==> config.mk <==
export PLATFORM = sky130hd
export DESIGN_NAME = gbba_grp_calc
export DESIGN_NICKNAME = d
export VERILOG_FILES = /design/src/sv/gbba_pkg.sv /design/src/sv/gbba_grp_calc.sv
export SDC_FILE = /design/constraint.sdc
export NUM_CORES = 1
export LEC_CHECK = 0
export BUFFER_PORTS_ARGS = -buffer_cell sky130_fd_sc_hd__buf_2
export CORE_MARGIN = 3
export CORE_UTILIZATION = 45
export DETAILED_ROUTE_END_ITERATION = 7
export PLACE_DENSITY = 0.69
export SETUP_SLACK_MARGIN = 0.15
export SLEW_MARGIN = 20
export SYNTH_ARGS = -nofsm -noshare
export SYNTH_HDL_FRONTEND = slang
export SYNTH_SLANG_ARGS = --single-unit
==> constraint.sdc <==
create_clock -name vclk -period 44.3
set_input_delay 13.29 -clock vclk [all_inputs]
set_output_delay 13.29 -clock vclk [all_outputs]
set_load 0.03 [all_outputs]
==> src/sv/gbba_pkg.sv <==
package gbba_pkg;

  // Width of all block-number arithmetic: group index times blocks per group plus one
  // more group still fits.
  localparam int unsigned ARITH_W = 26;
  localparam int unsigned BLK_W   = 16;
  localparam int unsigned CNT_W   = 17;
  localparam logic [CNT_W-1:0] CNT_MAX = '1;
  localparam int unsigned MIN_BPG = 8;

  localparam int unsigned MAX_BLOCKS_DEF = 65536;
  localparam int unsigned MAX_GROUPS_DEF = 16;
  localparam int unsigned WORD_BITS_DEF  = 64;

  localparam int unsigned CFG_IDX_W  = 3;
  localparam int unsigned CFG_DATA_W = 17;

  typedef logic [ARITH_W-1:0] arith_t;

  typedef enum logic [CFG_IDX_W-1:0] {
    REG_GROUP_MODE  = 3'd0,
    REG_PREALLOC    = 3'd1,
    REG_TOTAL       = 3'd2,
    REG_FIRST_DATA  = 3'd3,
    REG_BPG         = 3'd4,
    REG_GROUP_COUNT = 3'd5,
    REG_GROUP_META  = 3'd6
  } cfg_reg_e;

  typedef enum logic [1:0] {
    STATUS_OK      = 2'd0,
    STATUS_NOSPACE = 2'd1,
    STATUS_INVALID = 2'd2
  } status_e;

  localparam logic CMD_ALLOC = 1'b0;
  localparam logic CMD_FREE  = 1'b1;

  // Normalized geometry shared by the range unit and the sequencer.
  typedef struct packed {
    arith_t n_total;
    arith_t bpg;
    arith_t fdb;
    arith_t meta;
  } geom_t;

  // Extent of one group: first block, data range [lo, hi) and its size.
  typedef struct packed {
    arith_t first;
    arith_t lo;
    arith_t hi;
    arith_t data;
  } grp_range_t;

  typedef enum logic [12:0] {
    S_CLEAR = 13'b0000000000001,
    S_IDLE  = 13'b0000000000010,
    S_DIV_F = 13'b0000000000100,
    S_DIV_B = 13'b0000000001000,
    S_VALID = 13'b0000000010000,
    S_FCHK  = 13'b0000000100000,
    S_START = 13'b0000001000000,
    S_GRP   = 13'b0000010000000,
    S_NEXT  = 13'b0000100000000,
    S_RD    = 13'b0001000000000,
    S_CHK   = 13'b0010000000000,
    S_SUM   = 13'b0100000000000,
    S_OUT   = 13'b1000000000000
  } state_e;

  function automatic arith_t amax(input arith_t a, input arith_t b);
    return (a > b) ? a : b;
  endfunction

endpackage

==> src/sv/gbba_grp_calc.sv <==
module gbba_grp_calc #(
  parameter int unsigned GC_W = 5
) (
  input  logic [GC_W-1:0]      g_i,
  input  gbba_pkg::geom_t      geom_i,
  output gbba_pkg::grp_range_t rng_o
);
  import gbba_pkg::*;

  localparam int unsigned PW = GC_W + 17;

  logic [PW-1:0] prod;
  arith_t first, endv, lim, l;
  logic   empty;

  assign prod  = {{17{1'b0}}, g_i} * {{GC_W{1'b0}}, geom_i.bpg[16:0]};
  assign first = ARITH_W'(prod);

  always_comb begin
    lim  = first + geom_i.bpg;
    endv = (lim > geom_i.n_total) ? geom_i.n_total : lim;
    l    = (g_i == '0) ? geom_i.fdb : first + geom_i.meta;
    l    = amax(l, geom_i.fdb);
    l    = amax(l, first);
    l    = amax(l, ARITH_W'(1));
    empty = (first >= geom_i.n_total) || (l >= endv);
    rng_o.first = first;
    rng_o.lo    = empty ? '0 : l;
    rng_o.hi    = empty ? '0 : endv;
    rng_o.data  = empty ? '0 : endv - l;
  end

endmodule

Word-level counts from Yosys, hierarchy flattened
Cells that the tools add are included.
{"block": "word_totals", "reg_bits": 0, "inputBits": 109, "output_inout_bits": 104, "word_cells": 20}
{"block": "classes", "n_addsub": 3, "multipliers": 1, "order_cmp": 6, "mux": 8, "n_reduce_logical": 2}
{"operator": "26-bit two-way mux", "n": 8}
{"operator": "22-bit by 26-bit adder with 26-bit output", "n": 2}
{"operator": "26-bit greater-than comparator", "n": 2}
{"operator": "22-bit by 26-bit >= comparator with 1-bit output", "n": 1}
{"operator": "26-bit >= comparator", "n": 1}
{"operator": "26-bit by 1-bit greater-than comparator with 1-bit output (second input constant)", "n": 1}
{"operator": "26-bit by 22-bit greater-than comparator with 1-bit output", "n": 1}
{"operator": "26-bit subtractor", "n": 1}
{"operator": "5-bit by 17-bit multiplier with 22-bit output", "n": 1}
{"operator": "5-bit zero test", "n": 1}
{"operator": "1-bit logical OR", "n": 1}

Longest topological paths before layout
{"block": "depth", "word_depth": 12, "depth_mapped": 63, "ltp_nobuf": 58}

Worst setup path after synthesis
OpenSTA, ideal clock, no wires.
{"block": "synth_timing", "kind": "input to output", "start": "input g_i[3]", "end": "output rng_o[0] in the netlist's numbering", "t_arrival_ns": 26.507, "required_time_ns": 31.010, "slack_ns": 4.503, "cell_stages": 59, "path_buffers": 5, "cell_sequence": "clkbuf_1 > and2_1 > fa_1 > fa_1 > inv_1 > fa_1 > inv_1 > ha_1 > o21a_1 > o21ai_1 > or3_1 > o21bai_1 > a211oi_1 > xnor2_1 > ha_1 > clkbuf_1 > a2111oi_0 > o21ai_0 > [23 not listed] > or4_1 > a222oi_1 > or2_1 > ha_1 > fa_1 > nor2b_1 > o21a_1 > o21ai_1 > a211oi_1 > o41ai_1 > o211ai_1 > a21oi_1 > o21bai_1 > or4_1 > nand3_1 > buf_2 > buf_2 > nor2_1"}
{"item": "from (decl)", "line_no": "gbba_grp_calc.sv:4", "source": "input logic [GC_W-1:0] g_i,"}
{"item": "to (decl)", "line_no": "gbba_grp_calc.sv:6", "source": "output gbba_pkg::grp_range_t rng_o"}

==> flow_summary_export.csv <==
group,metric,value,unit
status,status,"completed",
layout,seq_area,0,sq um
grt,grt_max_degree,50,
synth,synth-seq-area-share,0,%
route,drt_iter0_drc,811,
synth,synthSimpleGateAreaFrac,23.2,%
route,wirelength,33900,um
timing,setup_viol,0,
grt,grt-busiest-layer,"met2",
timing,finalWorstPathRequiredPeriod,42.98,ns
layout,drive_gt1_share,16.4,%
place,hpwl,29200,um
timing,fin_setup_tns,0,ns
timing,drv_slew,0,
synth,synthesis.area,0.0101,sq mm
route,num_vias,10900,
worst_setup_path,max_stage_delay,0.66,ns
place,place.gp.congestion,0.955,
grt,grt_pass1_wl,53400,um
clocking,cts_setup_buffers,0,
grt,grtUsageMet1,38.2,%
floorplanning,pin_count,213,
grt,grtUsageMet3,2.58,%
layout,numSequentialCells,0,
worst_setup_path,cp.required,31.01,ns
route,drc_errors,0,
timing,clock.fmax,23.3,MHz
worst_setup_path,cp_num_buf_inv,7,
route,dr.pass1.iters,6,
place,port_buffers,209,
worst_hold_path,hold_path_startpoint,"geom_i[101]",
grt,gr-total-overflow,0,
worst_setup_path,critPathKind,"in2out",
floorplanning,die_h,156,um
synth,ys_types,68,
layout,antenna_cells,0,
route,wl_per_cell,17.9,um
worst_setup_path,crit_path_end_kind,"output port",
worst_setup_path,cp-start-kind,"input pin",
synth,synth_adder_area_share,34.2,%
timing,slew_headroom,53.0,%
timing,tightest_slew,0.704,ns
synth,synth_compound_area_share,24.8,%
floorplanning,die_area,0.0243,sq mm
worst_setup_path,path_depth,58,
synth,synth_xor_area_share,6.66,%
timing,final_hold_viol_count,0,
worst_setup_path,crit_family,"compound AO/OA/AOI/OAI gates",
grt,grtUsageMet2,42.2,%
layout,fillers,2220,
worst_setup_path,crit_arrival,29.69,ns
worst_setup_path,endpoint,"rng_o[52]",
timing,rsz0062_at_grt,"no",
grt,grt_pass1_vias,10300,
synth,synth_top_family_by_area,"adder cells",
worst_setup_path,cp_max_fo,44,
grt,grt_antenna_before_repair,1,
floorplanning,die_x,156,um
timing,fin_crit_sh,97.0,%
floorplanning,core-area,0.0220,sq mm
route,avgViaCountPerCell,5.74,
layout,nClkBuffers,0,
job,cap_violations,0,
synth,yosysTopAreaCellShare,24.7,%
synth,muxShareOfSynthArea,3.61,%
route,ant_nets,0,
layout,final_nets,1978,
worst_setup_path,cp-startpoint,"g_i[4]",
grt,grt_usage,26.6,%
synth,ys_warn_count,0,
synth,synth_cells,1431,
floorplanning,floorplan.initialDensity,46.1,%
synth,synth.top_cells.by_area,"ha_1 25%, fa_1 9.5%, a21oi_1 6.3%",
floorplanning,num_rows,54,
synth,synth_top_area_cell,"ha_1",
worst_setup_path,slowest_stage,"o41ai_1",
clocking,hold_buffers,0,
synth,syn_avg_cell_area,7.08,sq um
worst_hold_path,hold_class,"in2out",
layout,syn_to_final_growth,13.9,%
==> cells in the mapped netlist, types with 5 or more instances <==
| master | number |
|---|---|
| a21o_1 | 59 |
| fa_1 | 48 |
| a41oi_1 | 5 |
| nor2b_1 | 32 |
| a31oi_1 | 8 |
| nor2_1 | 115 |
| nand4_1 | 28 |
| and2_1 | 62 |
| xnor2_1 | 38 |
| o21bai_1 | 12 |
| ha_1 | 200 |
| inv_1 | 157 |
| o211ai_1 | 13 |
| xor2_1 | 39 |
| nand3_1 | 24 |
| or3_1 | 10 |
| and3_1 | 14 |
| a2111oi_0 | 5 |
| a21oi_1 | 127 |
| nand2_1 | 124 |
| nor3_1 | 29 |
| clkbuf_1 | 29 |
| mux2_2 | 20 |
| o21a_1 | 14 |
| nand2b_1 | 15 |
| a211oi_1 | 16 |
| nor4_1 | 10 |
| o21ai_0 | 85 |
| o21ai_1 | 9 |
| nor3b_1 | 5 |
| mux2i_1 | 14 |
| buf_2 | 5 |
==> worst min path at each step <==
stage	slack [ns]	cells past startpoint	to
global route	27.10	4	rng_o[49]
finish	27.06	4	rng_o[49]
floorplan	26.86	2	rng_o[78]
detailed placement	27.06	4	rng_o[50]
CTS	27.06	4	rng_o[49]
global placement	27.06	4	rng_o[49]
==> routing by layer <==
metal / wire length, um / share of wire (%)
met3: 2460 / 7.3
met2: 14600 / 43
met1: 15700 / 46
met5: 7 / 0.021
met4: 1200 / 3.5
==> cell usage in the layout, fill, tap and decap left out, types with 7 or more instances in the layout <==
master	count
nor2_1	115
nand2b_1	15
xnor2_1	37
nand4_1	28
o211ai_1	13
nor3_1	29
and3_1	14
o21ai_0	85
mux2i_1	14
nand2_1	123
inv_1	157
o21a_1	13
a21oi_1	127
xor2_1	39
or3_1	10
buf_4	15
a211oi_1	16
and2_1	62
fa_1	48
a21o_1	59
ha_1	200
buf_2	209
mux2_2	20
o21bai_1	12
nor4_1	9
nand3_1	23
nor2b_1	32
a31oi_1	7
o21ai_1	9
==> repair_timing <==
| action | in CTS | in global routing |
|---|---|---|
| gates resized for setup | 0 | 5 |
| hold endpoints to repair | 0 | 0 |
| setup endpoints to repair | 0 | 78 |
==> worst min-delay path, stage by stage <==
cell and delay (ns):
buf_2 0.10, inv_1 0.11, a211oi_1 0.10, buf_2 0.18
==> cells by family (layout without fill, tap and decap cells) <==
kind of cell / count (synthesis) / after routing
AO/OA/AOI/OAI: 397 / 397
other: 1 / 4
buffers and inverters: 196 / 381
adder cells (fa/ha/maj): 248 / 248
AND/OR/NAND/NOR: 478 / 478
multiplexers: 34 / 34
XOR/XNOR: 77 / 77
==> stage by stage <==
| step | utilization [%] | cell area [sq um] | cells | hold slack [ns] | setup slack (ns) |
|---|---|---|---|---|---|
| after floorplan | - | 10100 | 1434 | 26.86 | 4.50 |
| after global placement | 52.4 | 11500 | 1899 | 27.06 | 1.25 |
| after detailed placement | 52.4 | 11500 | 1899 | 27.06 | 1.10 |
| after CTS | 52.4 | 11500 | 1899 | 27.06 | 1.00 |
| after global routing | 52.5 | 11500 | 1899 | 27.10 | 0.389 |
| final | 52.5 | 11500 | 1899 | 27.06 | 1.32 |
==> cell type report <==
class | instances | area, sq um | area share, %
timing repair buffer | 224 | 1160 | 10.0
multi-input combinational | 1238 | 9440 | 81.8
inverter | 157 | 589 | 5.11
tap | 280 | 350 | 3.04
Power is not shown: default switching activity piles up to over one toggle a cycle in this logic, so the estimate is an artifact.
