--- src/sv/gbba_ffz.sv ---
module gbba_ffz #(
  parameter int unsigned WORD_BITS = 64,
  parameter int unsigned WB_W      = 6
) (
  input  logic [WORD_BITS-1:0] word_i,
  input  logic [WB_W-1:0]      lo_bit_i,
  input  logic [WB_W-1:0]      hi_bit_i,
  output logic                 found_o,
  output logic [WB_W-1:0]      idx_o
);

  logic [WORD_BITS-1:0] cand, lowest;

  always_comb begin
    for (int i = 0; i < WORD_BITS; i++) begin
      cand[i] = !word_i[i] && (WB_W'(i) >= lo_bit_i) && (WB_W'(i) <= hi_bit_i);
    end
  end

  // Isolate the lowest free bit and encode its position.
  assign lowest  = cand & (~cand + 1'b1);
  assign found_o = |cand;

  always_comb begin
    idx_o = '0;
    for (int i = 0; i < WORD_BITS; i++) begin
      idx_o = idx_o | (lowest[i] ? WB_W'(i) : '0);
    end
  end

endmodule

--- config.mk ---
export PLATFORM = sky130hd
export DESIGN_NAME = gbba_ffz
export DESIGN_NICKNAME = d
export VERILOG_FILES = /design/src/sv/gbba_ffz.sv
export SDC_FILE = /design/constraint.sdc
export NUM_CORES = 1
export LEC_CHECK = 0
export ABC_AREA = 1
export BUFFER_PORTS_ARGS = -buffer_cell sky130_fd_sc_hd__buf_2
export CORE_MARGIN = 1.5
export CORE_UTILIZATION = 55
export DETAILED_ROUTE_END_ITERATION = 6
export MAX_ROUTING_LAYER = met4
export PLACE_DENSITY = 0.82
export REMOVE_ABC_BUFFERS = 1
export SYNTH_ARGS = -nofsm -noshare
export SYNTH_HDL_FRONTEND = slang
export SYNTH_SLANG_ARGS = --single-unit
export TNS_END_PERCENT = 5
--- constraint.sdc ---
create_clock -name vclk -period 2.15
set_input_delay 0.215 -clock vclk [all_inputs]
set_output_delay 0.215 -clock vclk [all_outputs]
set_load 0.02 [all_outputs]
==> flow_summary_export.csv, run 1 <==
group,metric,value,unit
synth,netlist_area,4826,um2
clocking,postCtsHoldBufs,0,
synth,yosys.area.top_type,"nand2_1",
global_routing,grt_max_degree,15,
synth,ys_seq_area_frac,0,
status,tool.error,"[ERROR GRT-0232] Routing congestion too high. Check the congestion heatmap in the GUI.",
floorplanning,die_x,96.67,um
global_routing,grt_overflow,67,
sta,repair-timing-grt-worst-ep,"idx_o[4]",
placement,dp_hpwl,18.00,mm
floorplanning,ioPinCount,83,
global_routing,grt_usage,0.8013,
floorplanning,num_rows,33,
floorplanning,fp.dieH,96.67,um
placement,io_buffers,83,
synth,yosysWarningCount,0,
status,haltStage,"5_1_grt",
placement,routabilityCongestion,1.118,
floorplanning,initial_core_util,0.5786,
synth,ys_types,33,
status,status,"stopped before the end",
synth,netlist.area_leader.share,0.2473,
synth,syn_area_per_cell,4.631,um2
sta,worstEpCategory,"top-level output",
synth,synthTopCellsByArea,"nand2_1, nor2_1, nand3_1",
synth,syn_inst,1042,
per-layer routing:
| layer | overflow | track usage |
|---|---|---|
| met2 | 46 | 0.9683 |
| met5 | - | - |
| met4 | 19 | 0.8060 |
| met1 | 1 | 0.7888 |
| met3 | 1 | 0.5947 |
logic make-up after synthesis:
family	after synthesis	synth area share
and+or+nand+nor	833	0.8063
buffers and inverters	176	0.1540
AOI/OAI and AO/OA	33	0.03967
per-stage QoR:
stage | worst slack, ns | std cells | instance area [um2] | hold slack (ns) | utilization
2_1_floorplan | 0.01545 | 1025 | 4687 | 0.8820 | -
3_3_place_gp | -0.5663 | 1397 | 6665 | 1.212 | 0.7991
3_5_place_dp | -0.5778 | 1397 | 6665 | 1.230 | 0.7991
4_1_cts | -0.3057 | 1411 | 7477 | 1.233 | 0.8965
synthesized netlist by cell type (2+ instances only):
cell and n:
nand3_2 13, o21ai_1 5, nor2_2 21, a21oi_1 12
buf_2 3, nand4_1 19, o21bai_1 2, inv_1 122
nand3b_1 11, buf_4 9, nand2_2 29, nor2_1 243
clkinv_1 6, o21ai_2 2, nor2b_1 2, nor2_8 3
buf_6 5, nand2_4 3, nor3_1 18, inv_2 28
nor2_4 24, o21ai_0 7, nand3_1 123, nor3_2 3
nand2_1 318, inv_4 3, a21oi_2 2
what timing repair did:
action	CTS
resized for setup	210
gates cloned	1
pin swaps	82
setup endpoints to repair	7
setup buffers	13
==> run 2: changes to the inputs <==
--- a/config.mk
+++ b/config.mk
@@ -8,10 +8,9 @@
 export ABC_AREA = 1
 export BUFFER_PORTS_ARGS = -buffer_cell sky130_fd_sc_hd__buf_2
 export CORE_MARGIN = 1.5
-export CORE_UTILIZATION = 55
+export CORE_UTILIZATION = 40
 export DETAILED_ROUTE_END_ITERATION = 6
-export MAX_ROUTING_LAYER = met4
-export PLACE_DENSITY = 0.82
+export PLACE_DENSITY_LB_ADDON = 0.15
 export REMOVE_ABC_BUFFERS = 1
 export SYNTH_ARGS = -nofsm -noshare
 export SYNTH_HDL_FRONTEND = slang
==> constraint.sdc (replaced) <==
create_clock -name vclk -period 2.8
set_input_delay 0.28 -clock vclk [all_inputs]
set_output_delay 0.28 -clock vclk [all_outputs]
set_load 0.02 [all_outputs]
==> flow_summary_export.csv, run 2 <==
group,metric,value,unit
status,status,"finished, final reports clean",
clocking,postCtsHoldBufs,0,
critical_path,cp_max_fo,7,
layout,ff_latch_area,0,um2
placement,dp_hpwl,18.98,mm
synth,yosysWarningCount,0,
layout,final_common_cell,"nand2_1",
synth,ys_seq_area_frac,0,
floorplanning,dieArea,12730,um2
critical_path,worstSetupPathType,"primary input to output port",
synth,synthTopCellsByCount,"nand2_1, nor2_1, nand3_1",
sta,period_needed,2.732,ns
layout,drive_gt1_frac,0.3952,
critical_path,crit_path_cell_trace,"buf_6 > buf_4 > nor2_4 > buf_6 > nand3_1 > nand3_1 > nor2_2 > nor2_1 > nand2_1 > nor2_2 > nand2_2 > nor2_4 > nand2_2 > nor2_4 > nor2_1 > nand2_1 > nor2_2 > nand3_2 > buf_6",
synth,syn_inst,1042,
placement,dp.cells,1379,
sta,setup_tns,0,ns
critical_path,critPathLaunch,"hi_bit_i[5]",
power,ir_worst_vdd,0.1246,mV
synth,syn_area_per_cell,4.631,um2
sta,setup_viol,0,
placement,routabilityCongestion,1.075,
synth,netlist_area,4826,um2
power,leakagePower,4.264,nW
sta,hold_viol_final,0,
sta,period_share,0.9756,
power,finalPower,1.346,mW
sta,fmax,366.1,MHz
sta,setup_ws,0.06828,ns
layout,fin_cells,1398,
synth,netlist.area_leader.share,0.2473,
global_routing,antenna_found_initial,0,
placement,io_buffers,83,
critical_path,critPathSlowestCell,"nor2_4",
worst_hold_path,hold_path_class,"primary input to output port",
floorplanning,num_rows,39,
floorplanning,die_x,112.8,um
placement,dp_slack,-0.09471,ns
critical_path,worstSetupEndpointType,"output port",
drt,drt_iter0_markers,699,
drt,via_count,7333,
critical_path,cp_num_buf_inv,4,
drt,wire_per_inst,16.21,um
critical_path,critPathTopFamily,"simple AND/OR/NAND/NOR gates",
critical_path,required,2.52,ns
layout,mostFrequentLayoutCells,"nand2_1, nor2_1, buf_4",
sta,maxSlewHeadroom,0.7564,
layout,final_util,0.6222,
floorplanning,fp.dieH,112.8,um
global_routing,grt_overflow,0,
power,p_per_area,186.3,nW/um2
global_routing,grt_usage,0.3453,
floorplanning,ioPinCount,83,
floorplanning,initial_core_util,0.4155,
layout,seq_cells,0,
drt,ant_nets,0,
layout,nClkBuffers,0,
drt,first_pass_iters,6,
sta,rsz0062_at_grt,"true",
drt,wl,22.67,mm
synth,yosysMostFrequentCell,"nand2_1",
global_routing,grt_pass1_wl,34.49,mm
drt,drc,0,
critical_path,max_stage_delay,0.23,ns
drt,avgViaCountPerCell,5.245,
synth,yosys.area.top_type,"nand2_1",
critical_path,critPathArrivalTime,2.45,ns
layout,n_antenna_cell,0,
layout,synthToLayoutAreaGrowth,49.73,%
layout,fill_cells,1240,
global_routing,grt_pass1_vias,6786,
synth,synthTopCellsByArea,"nand2_1, nor2_1, nand3_1",
layout,final_nets,1333,
critical_path,setup.worst_path.start_class,"primary input",
synth,ys_types,33,
flow_run,max_cap_violations,0,
worst_hold_path,worstHoldStart,"word_i[63]",
floorplanning,coreArea,11610,um2
global_routing,grt_max_degree,16,
sta,slew_violations,0,
sta,tightest_slew,0.3640,ns
-- run 2: cell counts after synthesis --
Identical to the previous run, type by type.
-- run 2: power breakdown --
| group | switching, mW | internal, mW |
|---|---|---|
| clock | 0 | 0 |
| combinational | 0.828 | 0.518 |
| sequential | 0 | 0 |
| total | 0.828 | 0.518 |
-- run 2: worst paths after layout --
path	end	slack, ns	cells past startpoint
worst min-delay path	found_o	1.25	8
worst max-delay path	idx_o[1]	0.07	19
-- run 2: cells by family (layout without fill, tap and decap cells) --
family	Yosys count	after routing	synth area share
compound gates	33	33	0.03967
buf+inv	176	388	0.1540
simple gates	833	834	0.8063
-- run 2: what timing repair did --
action | in CTS | in global routing
endpoints found under the setup margin | 5 | 6
buffers inserted | 0 | 18
gates cloned | 0 | 1
gates resized for setup | 4 | 211
pin swaps | 0 | 44
endpoints found under the hold margin | 0 | 0
-- run 2: final cells by class --
type                       count  area, um2  share of cell area
tap                          143      178.9             0.02476
multi-input combinational    867       4710              0.6518
timing repair buffer         229       1722              0.2383
inverter                     159      615.6             0.08519
-- run 2: stage by stage --
| stage | instance area [um2] | hold WS (ns) |
|---|---|---|
| after floorplan | 4687 | 1.012 |
| after global placement | 6305 | 1.261 |
| after detailed placement | 6305 | 1.270 |
| after CTS | 6315 | 1.270 |
| after global routing | 7226 | 1.344 |
| final | 7226 | 1.255 |
-- run 2: per-layer routing --
layer | share of wire | vias to the layer above | global-route usage | wire (um)
met5 | 0 | - | 0 | 0
li1 | - | 3660 | - | -
met1 | 0.42 | 3268 | 0.4592 | 9545
met2 | 0.47 | 350 | 0.6016 | 10570
met3 | 0.081 | 55 | 0.02946 | 1836
met4 | 0.032 | 0 | 0.08776 | 718
No activity file was read; power rests on OpenSTA's default activity.
==> run 3: changes to the inputs <==
--- a/config.mk
+++ b/config.mk
@@ -7,8 +7,10 @@
 export LEC_CHECK = 0
 export ABC_AREA = 1
 export BUFFER_PORTS_ARGS = -buffer_cell sky130_fd_sc_hd__buf_2
+export CELL_PAD_IN_SITES_DETAIL_PLACEMENT = 1
+export CELL_PAD_IN_SITES_GLOBAL_PLACEMENT = 1
 export CORE_MARGIN = 1.5
-export CORE_UTILIZATION = 40
+export CORE_UTILIZATION = 38
 export DETAILED_ROUTE_END_ITERATION = 6
 export PLACE_DENSITY_LB_ADDON = 0.15
 export REMOVE_ABC_BUFFERS = 1
==> flow_summary_export.csv, run 3 <==
group,metric,value,unit
global_routing,grt_usage,0.7122,
synth,synthTopCellsByCount,"nand2_1, nor2_1, nand3_1",
synth,synthTopCellsByArea,"nand2_1, nor2_1, nand3_1",
sta,repair-timing-grt-worst-ep,"idx_o[0]",
status,haltStage,"5_1_grt",
floorplanning,fp.dieH,115.7,um
placement,dp_hpwl,22.76,mm
placement,routabilityCongestion,1.010,
global_routing,antenna_found_initial,2,
status,status,"stopped before the end",
placement,dp_slack,-0.3919,ns
synth,synth_xor_area_frac,0,
synth,yosys.area_share.adder,0,
global_routing,grt_overflow,8,
synth,syn_inst,1042,
status,tool.error,"[ERROR GRT-0232] Routing congestion too high. Check the congestion heatmap in the GUI.",
synth,yosysWarningCount,0,
synth,yosys.area.top_type,"nand2_1",
synth,ys_seq_area_frac,0,
sta,worstEpCategory,"top-level output",
floorplanning,die_x,115.7,um
synth,synth-simple-area-share,0.8063,
placement,io_buffers,83,
synth,synth_compound_area_frac,0.03967,
synth,netlist.area_leader.share,0.2473,
clocking,postCtsHoldBufs,0,
synth,ys_types,33,
floorplanning,num_rows,40,
synth,synthMuxAreaShare,0,
synth,netlist_area,4826,um2
floorplanning,ioPinCount,83,
synth,synth_top_family_by_area,"simple AND/OR/NAND/NOR gates",
placement,dp.cells,1425,
floorplanning,initial_core_util,0.3952,
synth,yosysMostFrequentCell,"nand2_1",
synth,syn_area_per_cell,4.631,um2
global_routing,grt_max_degree,13,
==> run 3: cell counts after synthesis <==
No cell type changed its count.
==> run 3: cell families after synthesis <==
family          count (synthesis)
simple gates                  833
buf+inv                       176
compound gates                 33
==> run 3: per-layer routing <==
metal | overflow | global-route usage
met1 | 0 | 0.6928
met2 | 4 | 0.9203
met3 | 0 | 0.5434
met4 | 4 | 0.7276
met5 | 0 | 0.1111
==> run 3: repair_timing <==
item | CTS
gates resized for setup | 61
endpoints found under the setup margin | 6
setup buffers | 14
pin swaps | 12
==> run 3: per-stage QoR <==
| stage | hold WS [ns] | instance area, um2 |
|---|---|---|
| after global placement | 1.278 | 6506 |
| after floorplan | 1.012 | 4687 |
| after CTS | 1.317 | 6815 |
| after detailed placement | 1.315 | 6506 |
